`config.mk`:
```
export PLATFORM = sky130hd
export DESIGN_NAME = rom_page_cache_lru_unit
export DESIGN_NICKNAME = d
export VERILOG_FILES = /design/src/hdl/rpc_pkg.sv /design/src/hdl/rpc_lookup.sv /design/src/hdl/rom_page_cache_lru_unit.sv
export SDC_FILE = /design/constraint.sdc
export NUM_CORES = 1
export LEC_CHECK = 0
export CORE_MARGIN = 2
export CORE_UTILIZATION = 25
export CTS_CLUSTER_DIAMETER = 200
export DETAILED_ROUTE_END_ITERATION = 6
export DONT_BUFFER_PORTS = 1
export HOLD_SLACK_MARGIN = 0.15
export PLACE_DENSITY = 0.42
export SLEW_MARGIN = 20
export SYNTH_ARGS = -nofsm -noshare
export SYNTH_HDL_FRONTEND = slang
export SYNTH_HIERARCHICAL = 1
export SYNTH_SLANG_ARGS = --single-unit
export TNS_END_PERCENT = 50
```
`constraint.sdc`:
```
create_clock -name clk -period 10.7 [get_ports clk]
set_input_delay 0 -clock clk [delete_from_list [all_inputs] [get_ports clk]]
set_output_delay 0 -clock clk [all_outputs]
set_load 0.02 [all_outputs]
```
`src/hdl/rpc_pkg.sv`:
```
// Shared types and constants for the ROM page cache lookup block.
package rpc_pkg;

  localparam int ADDR_W     = 24;
  localparam int OFFSET_W   = 14;
  localparam int PAGE_W     = 9;
  localparam int SLOT_W     = 3;
  localparam int SLOTS_W    = SLOT_W + 1;
  localparam int MAX_SLOTS  = 8;
  localparam int PAGE_BYTES = 16384;
  localparam int PAGE_COUNT = 512;
  localparam int FILL_W     = 15;
  localparam int AGE_W      = 32;
  localparam int TOTAL_W    = 32;
  localparam int CFG_IDX_W  = 2;
  localparam int CFG_DATA_W = 24;

  localparam logic [ADDR_W-1:0]  ROM_LIMIT = ADDR_W'(PAGE_COUNT * PAGE_BYTES);
  localparam logic [SLOTS_W-1:0] SLOTS_MAX = SLOTS_W'(MAX_SLOTS);
  localparam logic [FILL_W-1:0]  FILL_FULL = FILL_W'(PAGE_BYTES);

  // configuration register indexes
  localparam logic [CFG_IDX_W-1:0] CFG_ENABLE    = 2'd0;
  localparam logic [CFG_IDX_W-1:0] CFG_PAGES     = 2'd1;
  localparam logic [CFG_IDX_W-1:0] CFG_ROM_BYTES = 2'd2;

  typedef enum logic [1:0] {
    ST_RANGE  = 2'd0,
    ST_BYPASS = 2'd1,
    ST_HIT    = 2'd2,
    ST_MISS   = 2'd3
  } status_t;

  typedef struct packed {
    logic [PAGE_W-1:0] tag;
    logic [AGE_W-1:0]  age;
  } entry_t;

  typedef struct packed {
    logic               start;
    logic [PAGE_W-1:0]  page;
    logic [SLOTS_W-1:0] slots;
  } lookup_req_t;

  typedef struct packed {
    logic              done;
    logic              hit;
    logic [SLOT_W-1:0] slot;
  } lookup_rsp_t;

endpackage

```
`src/hdl/rpc_lookup.sv`:
```
// Tag/age store with sequential scan: hit detection, LRU victim pick and retag.
module rpc_lookup (
  input  logic                clk,
  input  logic                rst_n,
  input  rpc_pkg::lookup_req_t req,
  output rpc_pkg::lookup_rsp_t rsp
);

  typedef enum logic {
    L_IDLE,
    L_SCAN
  } lstate_t;

  lstate_t state_r;

  rpc_pkg::entry_t mem [rpc_pkg::MAX_SLOTS];
  rpc_pkg::entry_t rd_data_r;

  logic [rpc_pkg::MAX_SLOTS-1:0] tag_valid_r;
  logic [rpc_pkg::AGE_W-1:0]     tick_r;
  logic [rpc_pkg::PAGE_W-1:0]    recent_page_r;
  logic                          recent_valid_r;
  logic [rpc_pkg::SLOT_W-1:0]    recent_slot_r;

  logic [rpc_pkg::PAGE_W-1:0]    page_r;
  logic [rpc_pkg::SLOTS_W-1:0]   slots_r;
  logic [rpc_pkg::SLOT_W-1:0]    cnt_r;
  logic [rpc_pkg::SLOT_W-1:0]    vic_r;
  logic [rpc_pkg::AGE_W-1:0]     vic_age_r;

  logic                          done_r;
  logic                          hit_r;
  logic [rpc_pkg::SLOT_W-1:0]    slot_r;

  logic                          ent_valid;
  logic [rpc_pkg::AGE_W-1:0]     ent_age;
  logic                          match;
  logic                          last;
  logic [rpc_pkg::SLOT_W-1:0]    cand;
  logic [rpc_pkg::SLOT_W-1:0]    rd_addr;
  logic                          wr_en;
  logic [rpc_pkg::SLOT_W-1:0]    wr_addr;
  rpc_pkg::entry_t               wr_data;

  // entry under test is the one read out for cnt_r; an empty entry has age zero
  always_comb begin
    ent_valid = tag_valid_r[cnt_r];
    ent_age   = ent_valid ? rd_data_r.age : '0;
    match     = ent_valid && (rd_data_r.tag == page_r);
    last      = ({1'b0, cnt_r} == (slots_r - rpc_pkg::SLOTS_W'(1)));
    if ((cnt_r == '0) || !ent_valid || (ent_age < vic_age_r)) begin
      cand = cnt_r;
    end else begin
      cand = vic_r;
    end
    rd_addr      = (state_r == L_SCAN) ? cnt_r + rpc_pkg::SLOT_W'(1) : '0;
    wr_en        = (state_r == L_SCAN) && (match || last);
    wr_addr      = match ? cnt_r : cand;
    wr_data.tag  = page_r;
    wr_data.age  = tick_r;
  end

  // writes land only at the end of a scan; the next read is issued no earlier
  // than the following transaction, so no forwarding path is needed
  always_ff @(posedge clk) begin
    if (wr_en) begin
      mem[wr_addr] <= wr_data;
    end
    rd_data_r <= mem[rd_addr];
  end

  always_ff @(posedge clk) begin
    if (!rst_n) begin
      state_r        <= L_IDLE;
      tag_valid_r    <= '0;
      tick_r         <= '0;
      recent_page_r  <= '0;
      recent_valid_r <= 1'b0;
      recent_slot_r  <= '0;
      done_r         <= 1'b0;
    end else begin
      case (state_r)
        L_IDLE: begin
          if (req.start) begin
            tick_r  <= tick_r + rpc_pkg::AGE_W'(1);
            page_r  <= req.page;
            slots_r <= req.slots;
            if (recent_valid_r && (req.page == recent_page_r)) begin
              // repeat of the most recent page: hit without age refresh
              done_r <= 1'b1;
              hit_r  <= 1'b1;
              slot_r <= recent_slot_r;
            end else begin
              done_r  <= 1'b0;
              cnt_r   <= '0;
              state_r <= L_SCAN;
            end
          end else begin
            done_r <= 1'b0;
          end
        end
        L_SCAN: begin
          if (match) begin
            recent_page_r  <= page_r;
            recent_slot_r  <= cnt_r;
            recent_valid_r <= 1'b1;
            done_r         <= 1'b1;
            hit_r          <= 1'b1;
            slot_r         <= cnt_r;
            state_r        <= L_IDLE;
          end else if (last) begin
            tag_valid_r[cand] <= 1'b1;
            recent_page_r     <= page_r;
            recent_slot_r     <= cand;
            recent_valid_r    <= 1'b1;
            done_r            <= 1'b1;
            hit_r             <= 1'b0;
            slot_r            <= cand;
            state_r           <= L_IDLE;
          end else begin
            done_r <= 1'b0;
            vic_r  <= cand;
            if (cand == cnt_r) begin
              vic_age_r <= ent_age;
            end
            cnt_r <= cnt_r + rpc_pkg::SLOT_W'(1);
          end
        end
        default: begin
          done_r  <= 1'b0;
          state_r <= L_IDLE;
        end
      endcase
    end
  end

  assign rsp.done = done_r;
  assign rsp.hit  = hit_r;
  assign rsp.slot = slot_r;

endmodule

```
`src/hdl/rom_page_cache_lru_unit.sv`:
```
// Top level: ROM page cache lookup with LRU replacement and fill command output.
//
//   channel  dir  handshake          payload
//   in_      in   in_valid/in_ready  in_read_address
//   out_     out  out_valid/out_ready out_status, out_slot, out_page, out_page_offset,
//                                    out_fill_bytes, out_hit_total, out_miss_total
//   cfg_     in   cfg_wr_en          cfg_index, cfg_data
//
// One transaction at a time. Out of range and bypass go from T_IDLE straight to T_DONE;
// a repeat of the most recent page is answered without a scan; a tag scan reads one store entry
// per cycle through the single read port of the tag/age memory and stops at the first
// match, or on a miss at the last configured slot. in_ready returns together with out_valid
// when the output register loads. Reset empties the cache and clears the counters.
// A new input is taken while a result still waits on out_ready; a finished
// lookup holds until the output register frees up.
module rom_page_cache_lru_unit (
  input  logic                          clk,
  input  logic                          rst_n,
  input  logic                          in_valid,
  output logic                          in_ready,
  input  logic [rpc_pkg::ADDR_W-1:0]    in_read_address,
  output logic                          out_valid,
  input  logic                          out_ready,
  output logic [1:0]                    out_status,
  output logic [rpc_pkg::SLOT_W-1:0]    out_slot,
  output logic [rpc_pkg::PAGE_W-1:0]    out_page,
  output logic [rpc_pkg::OFFSET_W-1:0]  out_page_offset,
  output logic [rpc_pkg::FILL_W-1:0]    out_fill_bytes,
  output logic [rpc_pkg::TOTAL_W-1:0]   out_hit_total,
  output logic [rpc_pkg::TOTAL_W-1:0]   out_miss_total,
  input  logic                          cfg_wr_en,
  input  logic [rpc_pkg::CFG_IDX_W-1:0] cfg_index,
  input  logic [rpc_pkg::CFG_DATA_W-1:0] cfg_data
);

  typedef enum logic [1:0] {
    T_IDLE,
    T_LOOK,
    T_DONE
  } tstate_t;

  tstate_t state_r;

  logic                           cache_enable_r;
  logic [rpc_pkg::SLOTS_W-1:0]    cache_pages_r;
  logic [rpc_pkg::ADDR_W-1:0]     rom_bytes_r;

  logic [rpc_pkg::PAGE_W-1:0]     page_r;
  logic [rpc_pkg::OFFSET_W-1:0]   offset_r;
  rpc_pkg::status_t               status_r;
  logic [rpc_pkg::SLOT_W-1:0]     slot_r;
  logic [rpc_pkg::FILL_W-1:0]     fill_r;
  logic [rpc_pkg::TOTAL_W-1:0]    hit_total_r;
  logic [rpc_pkg::TOTAL_W-1:0]    miss_total_r;

  logic                           out_valid_r;
  logic [1:0]                     out_status_r;
  logic [rpc_pkg::SLOT_W-1:0]     out_slot_r;
  logic [rpc_pkg::PAGE_W-1:0]     out_page_r;
  logic [rpc_pkg::OFFSET_W-1:0]   out_offset_r;
  logic [rpc_pkg::FILL_W-1:0]     out_fill_r;
  logic [rpc_pkg::TOTAL_W-1:0]    out_hit_r;
  logic [rpc_pkg::TOTAL_W-1:0]    out_miss_r;

  logic                           in_fire;
  logic [rpc_pkg::ADDR_W-1:0]     rom_eff;
  logic [rpc_pkg::SLOTS_W-1:0]    slots_eff;
  logic                           out_of_range;
  logic                           cacheable;
  logic [rpc_pkg::PAGE_W-1:0]     addr_page;
  logic [rpc_pkg::OFFSET_W-1:0]   addr_offset;
  logic [rpc_pkg::ADDR_W-1:0]     page_base;
  logic [rpc_pkg::ADDR_W-1:0]     remain;
  logic [rpc_pkg::FILL_W-1:0]     fill_calc;

  rpc_pkg::lookup_req_t           req;
  rpc_pkg::lookup_rsp_t           rsp;

  assign in_ready = (state_r == T_IDLE);
  assign in_fire  = in_valid && in_ready;

  always_comb begin
    rom_eff      = (rom_bytes_r > rpc_pkg::ROM_LIMIT) ? rpc_pkg::ROM_LIMIT : rom_bytes_r;
    slots_eff    = (cache_pages_r > rpc_pkg::SLOTS_MAX) ? rpc_pkg::SLOTS_MAX : cache_pages_r;
    out_of_range = (in_read_address >= rom_eff);
    cacheable    = cache_enable_r && (slots_eff != '0);
    addr_page    = in_read_address[rpc_pkg::OFFSET_W +: rpc_pkg::PAGE_W];
    addr_offset  = in_read_address[rpc_pkg::OFFSET_W-1:0];
    // bytes left in ROM from the page start, capped at one page
    page_base    = {{(rpc_pkg::ADDR_W - rpc_pkg::PAGE_W - rpc_pkg::OFFSET_W){1'b0}},
                    page_r, {rpc_pkg::OFFSET_W{1'b0}}};
    remain       = rom_eff - page_base;
    fill_calc    = (remain >= rpc_pkg::ADDR_W'(rpc_pkg::PAGE_BYTES)) ?
                   rpc_pkg::FILL_FULL : remain[rpc_pkg::FILL_W-1:0];
    req.start    = in_fire && !out_of_range && cacheable;
    req.page     = addr_page;
    req.slots    = slots_eff;
  end

  rpc_lookup u_lookup (
    .clk   (clk),
    .rst_n (rst_n),
    .req   (req),
    .rsp   (rsp)
  );

  always_ff @(posedge clk) begin
    if (!rst_n) begin
      state_r        <= T_IDLE;
      cache_enable_r <= 1'b0;
      cache_pages_r  <= '0;
      rom_bytes_r    <= '0;
      hit_total_r    <= '0;
      miss_total_r   <= '0;
      out_valid_r    <= 1'b0;
    end else begin
      if (cfg_wr_en) begin
        case (cfg_index)
          rpc_pkg::CFG_ENABLE:    cache_enable_r <= cfg_data[0];
          rpc_pkg::CFG_PAGES:     cache_pages_r  <= cfg_data[rpc_pkg::SLOTS_W-1:0];
          rpc_pkg::CFG_ROM_BYTES: rom_bytes_r    <= cfg_data;
          default: ;
        endcase
      end

      // a load in T_DONE takes the place of the clear
      if (out_valid_r && out_ready && (state_r != T_DONE)) begin
        out_valid_r <= 1'b0;
      end

      case (state_r)
        T_IDLE: begin
          if (in_fire) begin
            page_r   <= addr_page;
            offset_r <= addr_offset;
            slot_r   <= '0;
            fill_r   <= '0;
            if (out_of_range) begin
              status_r <= rpc_pkg::ST_RANGE;
              state_r  <= T_DONE;
            end else if (!cacheable) begin
              status_r <= rpc_pkg::ST_BYPASS;
              state_r  <= T_DONE;
            end else begin
              state_r <= T_LOOK;
            end
          end
        end
        T_LOOK: begin
          if (rsp.done) begin
            slot_r <= rsp.slot;
            if (rsp.hit) begin
              status_r    <= rpc_pkg::ST_HIT;
              hit_total_r <= hit_total_r + rpc_pkg::TOTAL_W'(1);
            end else begin
              status_r     <= rpc_pkg::ST_MISS;
              miss_total_r <= miss_total_r + rpc_pkg::TOTAL_W'(1);
              fill_r       <= fill_calc;
            end
            state_r <= T_DONE;
          end
        end
        T_DONE: begin
          if (!out_valid_r || out_ready) begin
            out_valid_r  <= 1'b1;
            out_status_r <= status_r;
            out_slot_r   <= slot_r;
            out_page_r   <= page_r;
            out_offset_r <= offset_r;
            out_fill_r   <= fill_r;
            out_hit_r    <= hit_total_r;
            out_miss_r   <= miss_total_r;
            state_r      <= T_IDLE;
          end
        end
        default: begin
          state_r <= T_IDLE;
        end
      endcase
    end
  end

  assign out_valid       = out_valid_r;
  assign out_status      = out_status_r;
  assign out_slot        = out_slot_r;
  assign out_page        = out_page_r;
  assign out_page_offset = out_offset_r;
  assign out_fill_bytes  = out_fill_r;
  assign out_hit_total   = out_hit_r;
  assign out_miss_total  = out_miss_r;

endmodule
```
* Word level (Yosys, flattened, before mapping)
Memory sizes are Yosys's and may differ from the RTL's. A register that Yosys moved wholly into a read port is not among the register bits. Cells that the tools add are included.
Storage, ports and cells: bits in registers 356, RAM bits 328, bits of input ports 55, output and inout bits 109, word-level logic and storage cells 179, memories kept 1
Memories:
- u_lookup.mem | depth 8, bits a word 41, read ports 1, clocked after Yosys merged registers in 1, wr ports 1, line rpc_lookup.sv:16 | rpc_pkg::entry_t mem [rpc_pkg::MAX_SLOTS];
Cells by class: add/subtract/negate cells 6, magnitude comparators 8, equal/unequal tests 20, mux-type cells 64, bitwise operators 5, reduce and logical (&&, ||, !) cells 42
Operators by type and width (number):
- $add A32 B1 Y32 const B | 3
- $mux W15 | 4
- $mux W3 | 13
- $lt A32 B32 Y1 | 1
- $mux W32 | 1
- $pmux W15 S2 | 1
- $ge A24 B15 Y1 const B | 1
- $ge A24 B24 Y1 | 1
- $gt A24 B24 Y1 const B | 1
- $mux W24 | 1
- $sub A24 B23 Y24 | 1
- $mux W1 | 22
- $reduce_and A3 Y1 | 7
- $reduce_and A5 Y1 | 4
- $eq A9 B9 Y1 | 2
- $mux W2 | 9
- $mux W9 | 2
- $pmux W3 S2 | 3
- $ne A2 B2 Y1 const B | 7
- $reduce_and A4 Y1 | 3
- $logic_and A1 B1 Y1 | 10
- $reduce_and A2 Y1 | 5
- $lt A3 B4 Y1 const B | 2
- $or A8 B8 Y8 | 1
- other kinds (23) | 40

* Logic depth before layout (Yosys ltp)
Gate-level depths: netlist of the first run.
word-level depth 11, depth in mapped cells 21, mapped depth without buffers 18

* By module
The synthesis of the first run kept the hierarchy.
By module, submodules not included:
- rpc_lookup | instances 1, cells each 1158, area each 18873.1 µm², seq. area each 13422.9 µm²
- rom_page_cache_lru_unit | instances 1, cells each 811, area each 9844.4 µm², seq. area each 6426.2 µm²

* Worst setup path before layout of the first run
Ideal clock, no wire load.
path kind reg-to-reg, start point register, netlist name state_r[0], end point register out_fill_r, in the netlist out_fill_bytes[0], enable pin, setup time 0.726 ns, arrival 8.286 ns, required time 9.974 ns, path slack 1.688 ns, stages on the path, launching flop included 3, buffers on the path 0, period minus slack after synthesis 9.012 ns, cells stage by stage dfxtp_1 > nand2b_1 > nor3b_1
RTL lines:
- to (signal assigned) | line rom_page_cache_lru_unit.sv:170 | out_fill_r <= fill_r;
- to (decl) | line rom_page_cache_lru_unit.sv:61 | logic [rpc_pkg::FILL_W-1:0] out_fill_r;

==> results of run 1 <==
## metrics by stage
| stage | utilization (%) | total power, W | cells |
|---|---|---|---|
| finish | 30.2 | 0.00610 | 3690 |
| detailed placement | 26.7 | 0.00317 | 3431 |
| floorplan | - | 0.00315 | 1969 |
| global route | 30.2 | 0.00631 | 3690 |
| CTS | 30.2 | 0.00620 | 3690 |
| global placement | 26.7 | 0.00317 | 3431 |
## worst register-to-register path: cells and delay by family (launching register included)
kind / cells / cell delay [ns]
buf+inv: 1 / 0.18
fa+ha+maj: 1 / 0.36
flops: 1 / 0.32
simple gates: 10 / 2.84
compound gates: 6 / 1.95
xor+xnor: 1 / 0.16
## state kept, by name (all words and copies together), names as in the netlist, 4 cells and up
name	count
out_page_offset	14
u_lookup/slots_r	4
out_miss_total	32
u_lookup/rd_data_r	41
u_lookup/tag_valid_r	8
u_lookup/recent_page_r	9
offset_r	14
u_lookup/page_r	9
out_hit_total	32
fill_r	15
out_page	9
page_r	9
u_lookup/vic_age_r	32
hit_total_r	32
u_lookup/mem	328
rom_bytes_r	24
out_fill_bytes	15
u_lookup/tick_r	32
miss_total_r	32
cache_pages_r	4
## what timing repair did
item                                    CTS  global route
buffers inserted                          0             0
hold endpoints to repair                195             0
hold buffers                            107             0
endpoints found under the setup margin    0             0
resized for setup                         0             0
## cell usage in the layout, fill, tap and decap left out, types with 14 or more instances in the layout
cell type	instances
and2_1	86
nor2_1	74
buf_4	22
and4_1	17
a21o_1	14
and3_1	30
o21ai_0	32
nor3_1	14
nand3_1	45
edfxtp_1	533
clkinv_2	14
mux2i_1	15
a21oi_1	66
nand4_1	29
clkbuf_16	88
inv_1	62
dfxtp_1	192
ha_1	70
mux4_2	83
xnor2_1	51
or3_1	18
clkbuf_1	21
dlygate4sd3_1	106
xor2_1	55
nand2_1	275
## per-layer routing
metal	global-route usage, %	vias to the layer above
met5	0	-
met4	3.70	0
met3	2.01	91
met2	20.9	238
met1	15.1	8112
li1	-	7556
## worst max-delay path by stage
stage / from / end / slack (ns)
detailed placement: rom_bytes_r[17]$_SDFFE_PN0P_ / u_lookup/tick_r[31]$_SDFFE_PN0P_ / 4.75
CTS: rom_bytes_r[17]$_SDFFE_PN0P_ / u_lookup/tick_r[31]$_SDFFE_PN0P_ / 4.75
global route: rom_bytes_r[17]$_SDFFE_PN0P_ / u_lookup/tick_r[31]$_SDFFE_PN0P_ / 4.18
floorplan: state_r[0]$_SDFFE_PN0P_ / out_fill_bytes[0]$_DFFE_PP_ / 1.69
global placement: rom_bytes_r[17]$_SDFFE_PN0P_ / u_lookup/tick_r[31]$_SDFFE_PN0P_ / 4.84
finish: rom_bytes_r[17]$_SDFFE_PN0P_ / u_lookup/tick_r[31]$_SDFFE_PN0P_ / 4.77
## power by group through the flow
stage / sequential [W] / clock (W) / combinational (W)
6_report: 0.00304 / 0.00295 / 0.000111
5_1_grt: 0.00304 / 0.00315 / 0.000124
4_1_cts: 0.00304 / 0.00305 / 0.000113
3_5_place_dp: 0.00310 / 0 / 0.0000724
3_3_place_gp: 0.00310 / 0 / 0.0000704
2_1_floorplan: 0.00309 / 0 / 0.0000555
## layout make-up
| type | count | share of cell area [%] |
|---|---|---|
| Clock buffer | 119 | 7.01 |
| Tap cell | 1512 | 5.49 |
| Timing Repair Buffer | 129 | 3.64 |
| Sequential cell | 725 | 57.6 |
| Multi-Input combinational cell | 1107 | 24.3 |
| Inverter | 65 | 0.708 |
| Clock inverter | 33 | 1.28 |
## logic make-up (layout without fill, tap and decap cells)
logic type / Yosys count / count (layout)
DFF: 725 / 725
and+or+nand+nor: 651 / 651
AOI/OAI and AO/OA: 172 / 172
buffers and inverters: 137 / 346
muxes: 107 / 107
xor gates and xnor gates: 106 / 106
adders and majority gates: 71 / 71
==> flow_metrics.py, run 1 <==
metrics = {
    "status": {
        "status": "finished, final reports clean",
    },
    "cells_and_area": {
        "area_growth_pct": 20.1,
        "final_nets": 2236,
        "multi_input_area_sq_um": 8380,
        "seq_area_sq_um": 19800,
        "drive_gt1_share_pct": 12.3,
        "finish.instance_area_sq_um": 34500,
        "fill_cells": 11400,
        "diodes": 0,
    },
    "route": {
        "route.detailed.drc": 0,
        "wl_met2_mm": 36.0,
        "wl_per_cell_microns": 19.1,
        "topRoutingLayerUsed": "met4",
        "vias": 16000,
        "drt_iter0_drc": 1061,
        "routed_wl_mm": 70.6,
        "ant_nets": 0,
        "vias_per_cell": 4.34,
        "m1WireLength_mm": 30.7,
        "dr_wl_met3_mm": 2.37,
        "first_pass_iters": 5,
    },
    "global_routing": {
        "grt_use_total_pct": 12.0,
        "grt.overflow.total": 0,
        "grt_antenna_before_repair": 0,
        "grt_pass1_wl_mm": 107,
        "grt_start_max_net_pins": 70,
        "grt_pass1_vias": 16900,
    },
    "synth": {
        "synth_cell_type_count": 74,
        "synth_edf_count": 533,
        "syn_nets": 2095,
        "synth_area_sq_um": 28700,
        "netlist_top_cells_count": "edfxtp_1, nand2_1, dfxtp_1, and2_1, mux4_2",
        "yosysSeqAreaShare_pct": 69.1,
        "ys_dominant_reg_cell": "edfxtp_1",
        "synth_warnings": 6,
        "synthTopCellsByArea": "edfxtp_1, dfxtp_1, mux4_2, nand2_1, ha_1",
        "yosysMostFrequentCell": "edfxtp_1",
        "synth-xor-area-share_pct": 3.23,
        "syn_avg_cell_area_sq_um": 14.6,
        "yosys.area.top_type": "edfxtp_1",
        "ys_ff_latch": 725,
        "synth_top_area_share_pct": 55.7,
        "syn_inst": 1969,
        "synth_adder_area_share_pct": 3.12,
        "synth_mux_area_share_pct": 7.45,
        "synth_top_family_by_area": "simple AND/OR/NAND/NOR gates",
        "synthSimpleGateAreaFrac_pct": 11.3,
        "ys_async_sr_fraction_pct": 0,
        "synth_compound_area_share_pct": 3.81,
    },
    "pwr": {
        "p_sw_w": 0.00125,
        "p_per_area_nw_per_um2": 177,
        "clock_power_share_pct": 48.4,
        "p_leak_nw": 12.3,
        "p_sw_share_pct": 20.4,
        "pwr-share-comb_pct": 1.8,
        "p_seq_share_pct": 49.8,
        "p_int_w": 0.00485,
        "peakVddDrop_v": 0.000104,
    },
    "die": {
        "initial_utilization_pct": 25.1,
        "dieArea_sq_um": 118000,
        "die_y_microns": 343,
        "io_pins": 164,
        "coreArea_sq_um": 114000,
        "row_count": 124,
        "die_w_microns": 343,
    },
    "clock_tree": {
        "cts_root_buf": "clkbuf_16",
        "cts_buffers": 82,
        "cts.sinks": 725,
        "htree_levels": 3,
        "clk_latency_ns": 0.65,
        "cts_tree": "done",
        "clk_pin_slew_ns": 0.06,
        "cts_buffer_depth": 3,
    },
    "critical_path": {
        "r2r-end": "u_lookup/tick_r[31]$_SDFFE_PN0P_",
        "slowest_delay_ns": 0.79,
        "r2r-start": "rom_bytes_r[17]$_SDFFE_PN0P_",
        "reg2reg_slack_ns": 4.77,
        "critPathArrivalTime_ns": 6.46,
        "worst-path-max-fanout": 15,
        "path_buf_inv": 1,
        "rr_worst_depth": 19,
        "cp.required_ns": 11.23,
        "critPathTopFamily": "simple AND/OR/NAND/NOR gates",
        "crit_type": "reg2reg",
        "slowest_stage": "nor4_1",
        "path_cells": "nor4_1 > nand4_1 > o21ai_1 > nand2_1 > ha_1 > a21oi_1 > o21ai_0 > a211oi_1 > o21ai_0 > a21oi_1 > and3_1 > nor2b_1 > buf_4 > and4_1 > nand2_1 > nor4_1 > nand3_1 > xnor2_1 > and2_1",
        "cp-start-kind": "flop",
        "end_kind": "flop",
        "crit_cells": 19,
    },
    "sta": {
        "rsz0062_at_grt": "false",
        "setup_slack_ns": 4.77,
        "slew_headroom_pct": 32.3,
        "period_minus_slack_ns": 5.93,
        "clock.fmax_ghz": 0.169,
        "slew_violations": 0,
        "setup_viol": 0,
        "worst_pin_slew_ns": 1.01,
        "skew_ns": 0.0299,
        "finalCritPeriodShare_pct": 55.4,
        "setup-tns-final_ns": 0,
        "hold_violations": 0,
        "holdWs_ns": 0.218,
    },
    "worst_hold_path": {
        "holdPathStages": 1,
        "hp-start": "in_read_address[18]",
        "hp-class": "in2reg",
        "hold-path-endpoint": "page_r[4]$_DFFE_PP_",
    },
    "placement": {
        "place_area_sq_um": 30500,
        "portBuffers": 0,
        "hpwl_mm": 43.6,
        "place_congestion": 0.782,
        "pre_cts_slack_ns": 4.75,
    },
    "run": {
        "cap_viol_max_count": 0,
    },
}
Power figures use the tool's default switching activity.
==> run 2: changes to the inputs <==
--- a/config.mk
+++ b/config.mk
@@ -11,7 +11,7 @@
 export DETAILED_ROUTE_END_ITERATION = 6
 export DONT_BUFFER_PORTS = 1
 export HOLD_SLACK_MARGIN = 0.15
-export PLACE_DENSITY = 0.42
+export PLACE_DENSITY = 0.44
 export SLEW_MARGIN = 20
 export SYNTH_ARGS = -nofsm -noshare
 export SYNTH_HDL_FRONTEND = slang
==> constraint.sdc (replaced) <==
create_clock -name clk -period 5.4 [get_ports clk]
set_input_delay 0 -clock clk [delete_from_list [all_inputs] [get_ports clk]]
set_output_delay 0 -clock clk [all_outputs]
set_load 0.02 [all_outputs]
==> flow_metrics.py, run 2 (synthesis gave the netlist of run 1 again) <==
metrics = {
    "worst_hold_path": {
        "hp-class": "in2reg",
        "holdPathStages": 1,
    },
    "placement": {
        "hpwl_mm": 43.8,
        "place_area_sq_um": 30700,
        "portBuffers": 0,
        "place_congestion": 0.754,
        "dpl.cell_count": 3444,
    },
    "cells_and_area": {
        "seq_area_sq_um": 19800,
        "largest_reg_flops": 328,
        "multi_input_area_sq_um": 8380,
        "largestRegisters": "u_lookup/mem x328, u_lookup/rd_data_r x41",
        "finish.instance_area_sq_um": 34300,
        "regMostFlops": "u_lookup/mem",
        "fill_cells": 11500,
        "drive_gt1_share_pct": 12.4,
        "mostFrequentLayoutCell": "edfxtp_1",
        "final_nets": 2240,
        "instances_no_fill": 3695,
        "most-common-layout-cells": "edfxtp_1, nand2_1, dfxtp_1, dlygate4sd3_1, and2_1",
        "area_growth_pct": 19.6,
    },
    "pwr": {
        "p_seq_share_pct": 52.0,
        "p_sw_w": 0.00239,
        "p_int_w": 0.00919,
        "pwr-share-comb_pct": 1.9,
        "peakVddDrop_v": 0.000201,
        "p_sw_share_pct": 20.6,
        "p_per_area_nw_per_um2": 337,
        "clock_power_share_pct": 46.2,
        "p_leak_nw": 12.3,
    },
    "sta": {
        "worst_pin_slew_ns": 1.03,
        "slew_headroom_pct": 31.0,
        "hold_violations": 0,
        "finalCritPeriodShare_pct": 90.4,
        "period_minus_slack_ns": 4.88,
        "skew_ns": 0.0250,
        "setup_viol": 0,
        "clock.fmax_ghz": 0.205,
        "slew_violations": 0,
        "rsz0062_at_grt": "false",
    },
    "route": {
        "wl_per_cell_microns": 18.7,
        "routed_wl_mm": 69.1,
        "route.detailed.drc": 0,
        "vias": 16200,
        "ant_nets": 0,
        "vias_per_cell": 4.37,
        "drt_iter0_drc": 1046,
        "first_pass_iters": 5,
    },
    "run": {
        "cap_viol_max_count": 0,
    },
    "die": {
        "die_y_microns": 343,
        "row_count": 124,
        "dieArea_sq_um": 118000,
        "initial_utilization_pct": 25.1,
        "coreArea_sq_um": 114000,
        "die_w_microns": 343,
        "io_pins": 164,
    },
    "clock_tree": {
        "cts_buffers": 79,
        "cts_root_buf": "clkbuf_16",
        "cts_buffer_depth": 3,
        "cts_tree": "done",
        "clk_latency_ns": 0.63,
        "postCtsResizedCells": 0,
        "clk_pin_slew_ns": 0.06,
        "cts.sinks": 725,
        "htree_levels": 3,
    },
    "global_routing": {
        "grt_use_total_pct": 11.8,
        "grt_start_max_net_pins": 70,
        "grt_pass1_wl_mm": 106,
        "grt_pass1_vias": 16900,
        "grt_antenna_before_repair": 4,
        "grt.overflow.total": 0,
    },
    "critical_path": {
        "cp-start-kind": "flop",
        "rr_worst_depth": 21,
        "crit_type": "reg2reg",
        "critPathArrivalTime_ns": 5.38,
        "cp.required_ns": 5.90,
        "end_kind": "flop",
        "worst-path-max-fanout": 11,
    },
    "status": {
        "status": "finished, final reports clean",
    },
}
[run 2: cell count changes in the layout (fill, tap and decap cells not counted), moves of 2 or more]
cell	change
and3_2	+2
buf_12	+9
buf_4	+6
bufinv_16	-3
clkbuf_1	-2
clkbuf_16	-8
clkbuf_8	-2
clkinv_1	+8
clkinv_2	-2
diode_2	+5
dlygate4sd3_1	-8
nor3b_2	-2
nor3b_4	+2
[run 2: repair_timing]
action,in CTS,in global routing
hold endpoints to repair,194,0
endpoints found under the setup margin,0,112
hold buffers,99,0
buffers inserted,0,2
[run 2: area by class of cell]
cell class                      instances  share of cell area, %
Timing Repair Buffer                  136                   4.07
Antenna cell                            5                 0.0364
Inverter                               65                  0.711
Multi-Input combinational cell       1107                   24.4
Sequential cell                       725                   57.8
Tap cell                             1512                   5.51
Clock inverter                         38                   1.08
Clock buffer                          107                   6.36
[run 2: final timing paths]
path,to,start,slack [ns]
setup reg to reg,u_lookup/tick_r[29]$_SDFFE_PN0P_,rom_bytes_r[0]$_SDFFE_PN0P_,0.52
setup / recovery,u_lookup/tick_r[29]$_SDFFE_PN0P_,rom_bytes_r[0]$_SDFFE_PN0P_,0.52
hold reg to reg,out_fill_bytes[5]$_DFFE_PP_,fill_r[5]$_SDFFCE_PP0P_,0.41
hold / removal,page_r[1]$_DFFE_PP_,in_read_address[15],0.18
[run 2: stage by stage]
stage                     worst slack, ns  total power (W)  TNS, ns  hold slack, ns  utilization [%]
after detailed placement            0.226          0.00628        0          0.0991             26.9
after global placement              0.300          0.00628        0          0.0991             26.9
after CTS                           0.190           0.0117        0           0.156             30.0
after floorplan                     -1.66          0.00623  -231.81          0.0989                -
after global routing                0.135           0.0120        0           0.151             30.1
final                               0.519           0.0116        0           0.183             30.1
[run 2: power by group through the flow]
stage	clock network [W]	registers (W)	logic, W
2_1_floorplan	0	0.00612	0.000110
3_3_place_gp	0	0.00613	0.000142
3_5_place_dp	0	0.00613	0.000145
4_1_cts	0.00551	0.00601	0.000219
5_1_grt	0.00573	0.00601	0.000240
6_report	0.00534	0.00601	0.000217
[run 2: routing by layer]
| metal | vias up | global-route usage [%] | routed length [microns] |
|---|---|---|---|
| met3 | 111 | 2.63 | 3680 |
| met4 | 2 | 3.78 | 1760 |
| met5 | - | 0 | 13 |
| li1 | 7571 | - | - |
| met2 | 281 | 19.0 | 32500 |
| met1 | 8187 | 15.7 | 31100 |
[run 2: worst max-delay path, cell delays in order (launching register included)]
cell and delay, ns:
dfxtp_1 0.33, nor4_1 0.35, nand4_1 0.14, o21ai_1 0.20, buf_4 0.20, nand2_1 0.10
ha_1 0.29, a21o_1 0.16, a21o_1 0.17, a221oi_1 0.22, o21ai_0 0.19, a21oi_1 0.25
buf_4 0.20, and3_1 0.17, nor2b_1 0.35, and4_1 0.46, nand2_1 0.13, nor4_1 0.25
buf_4 0.19, nand3_1 0.09, xnor2_1 0.15, and2_1 0.16
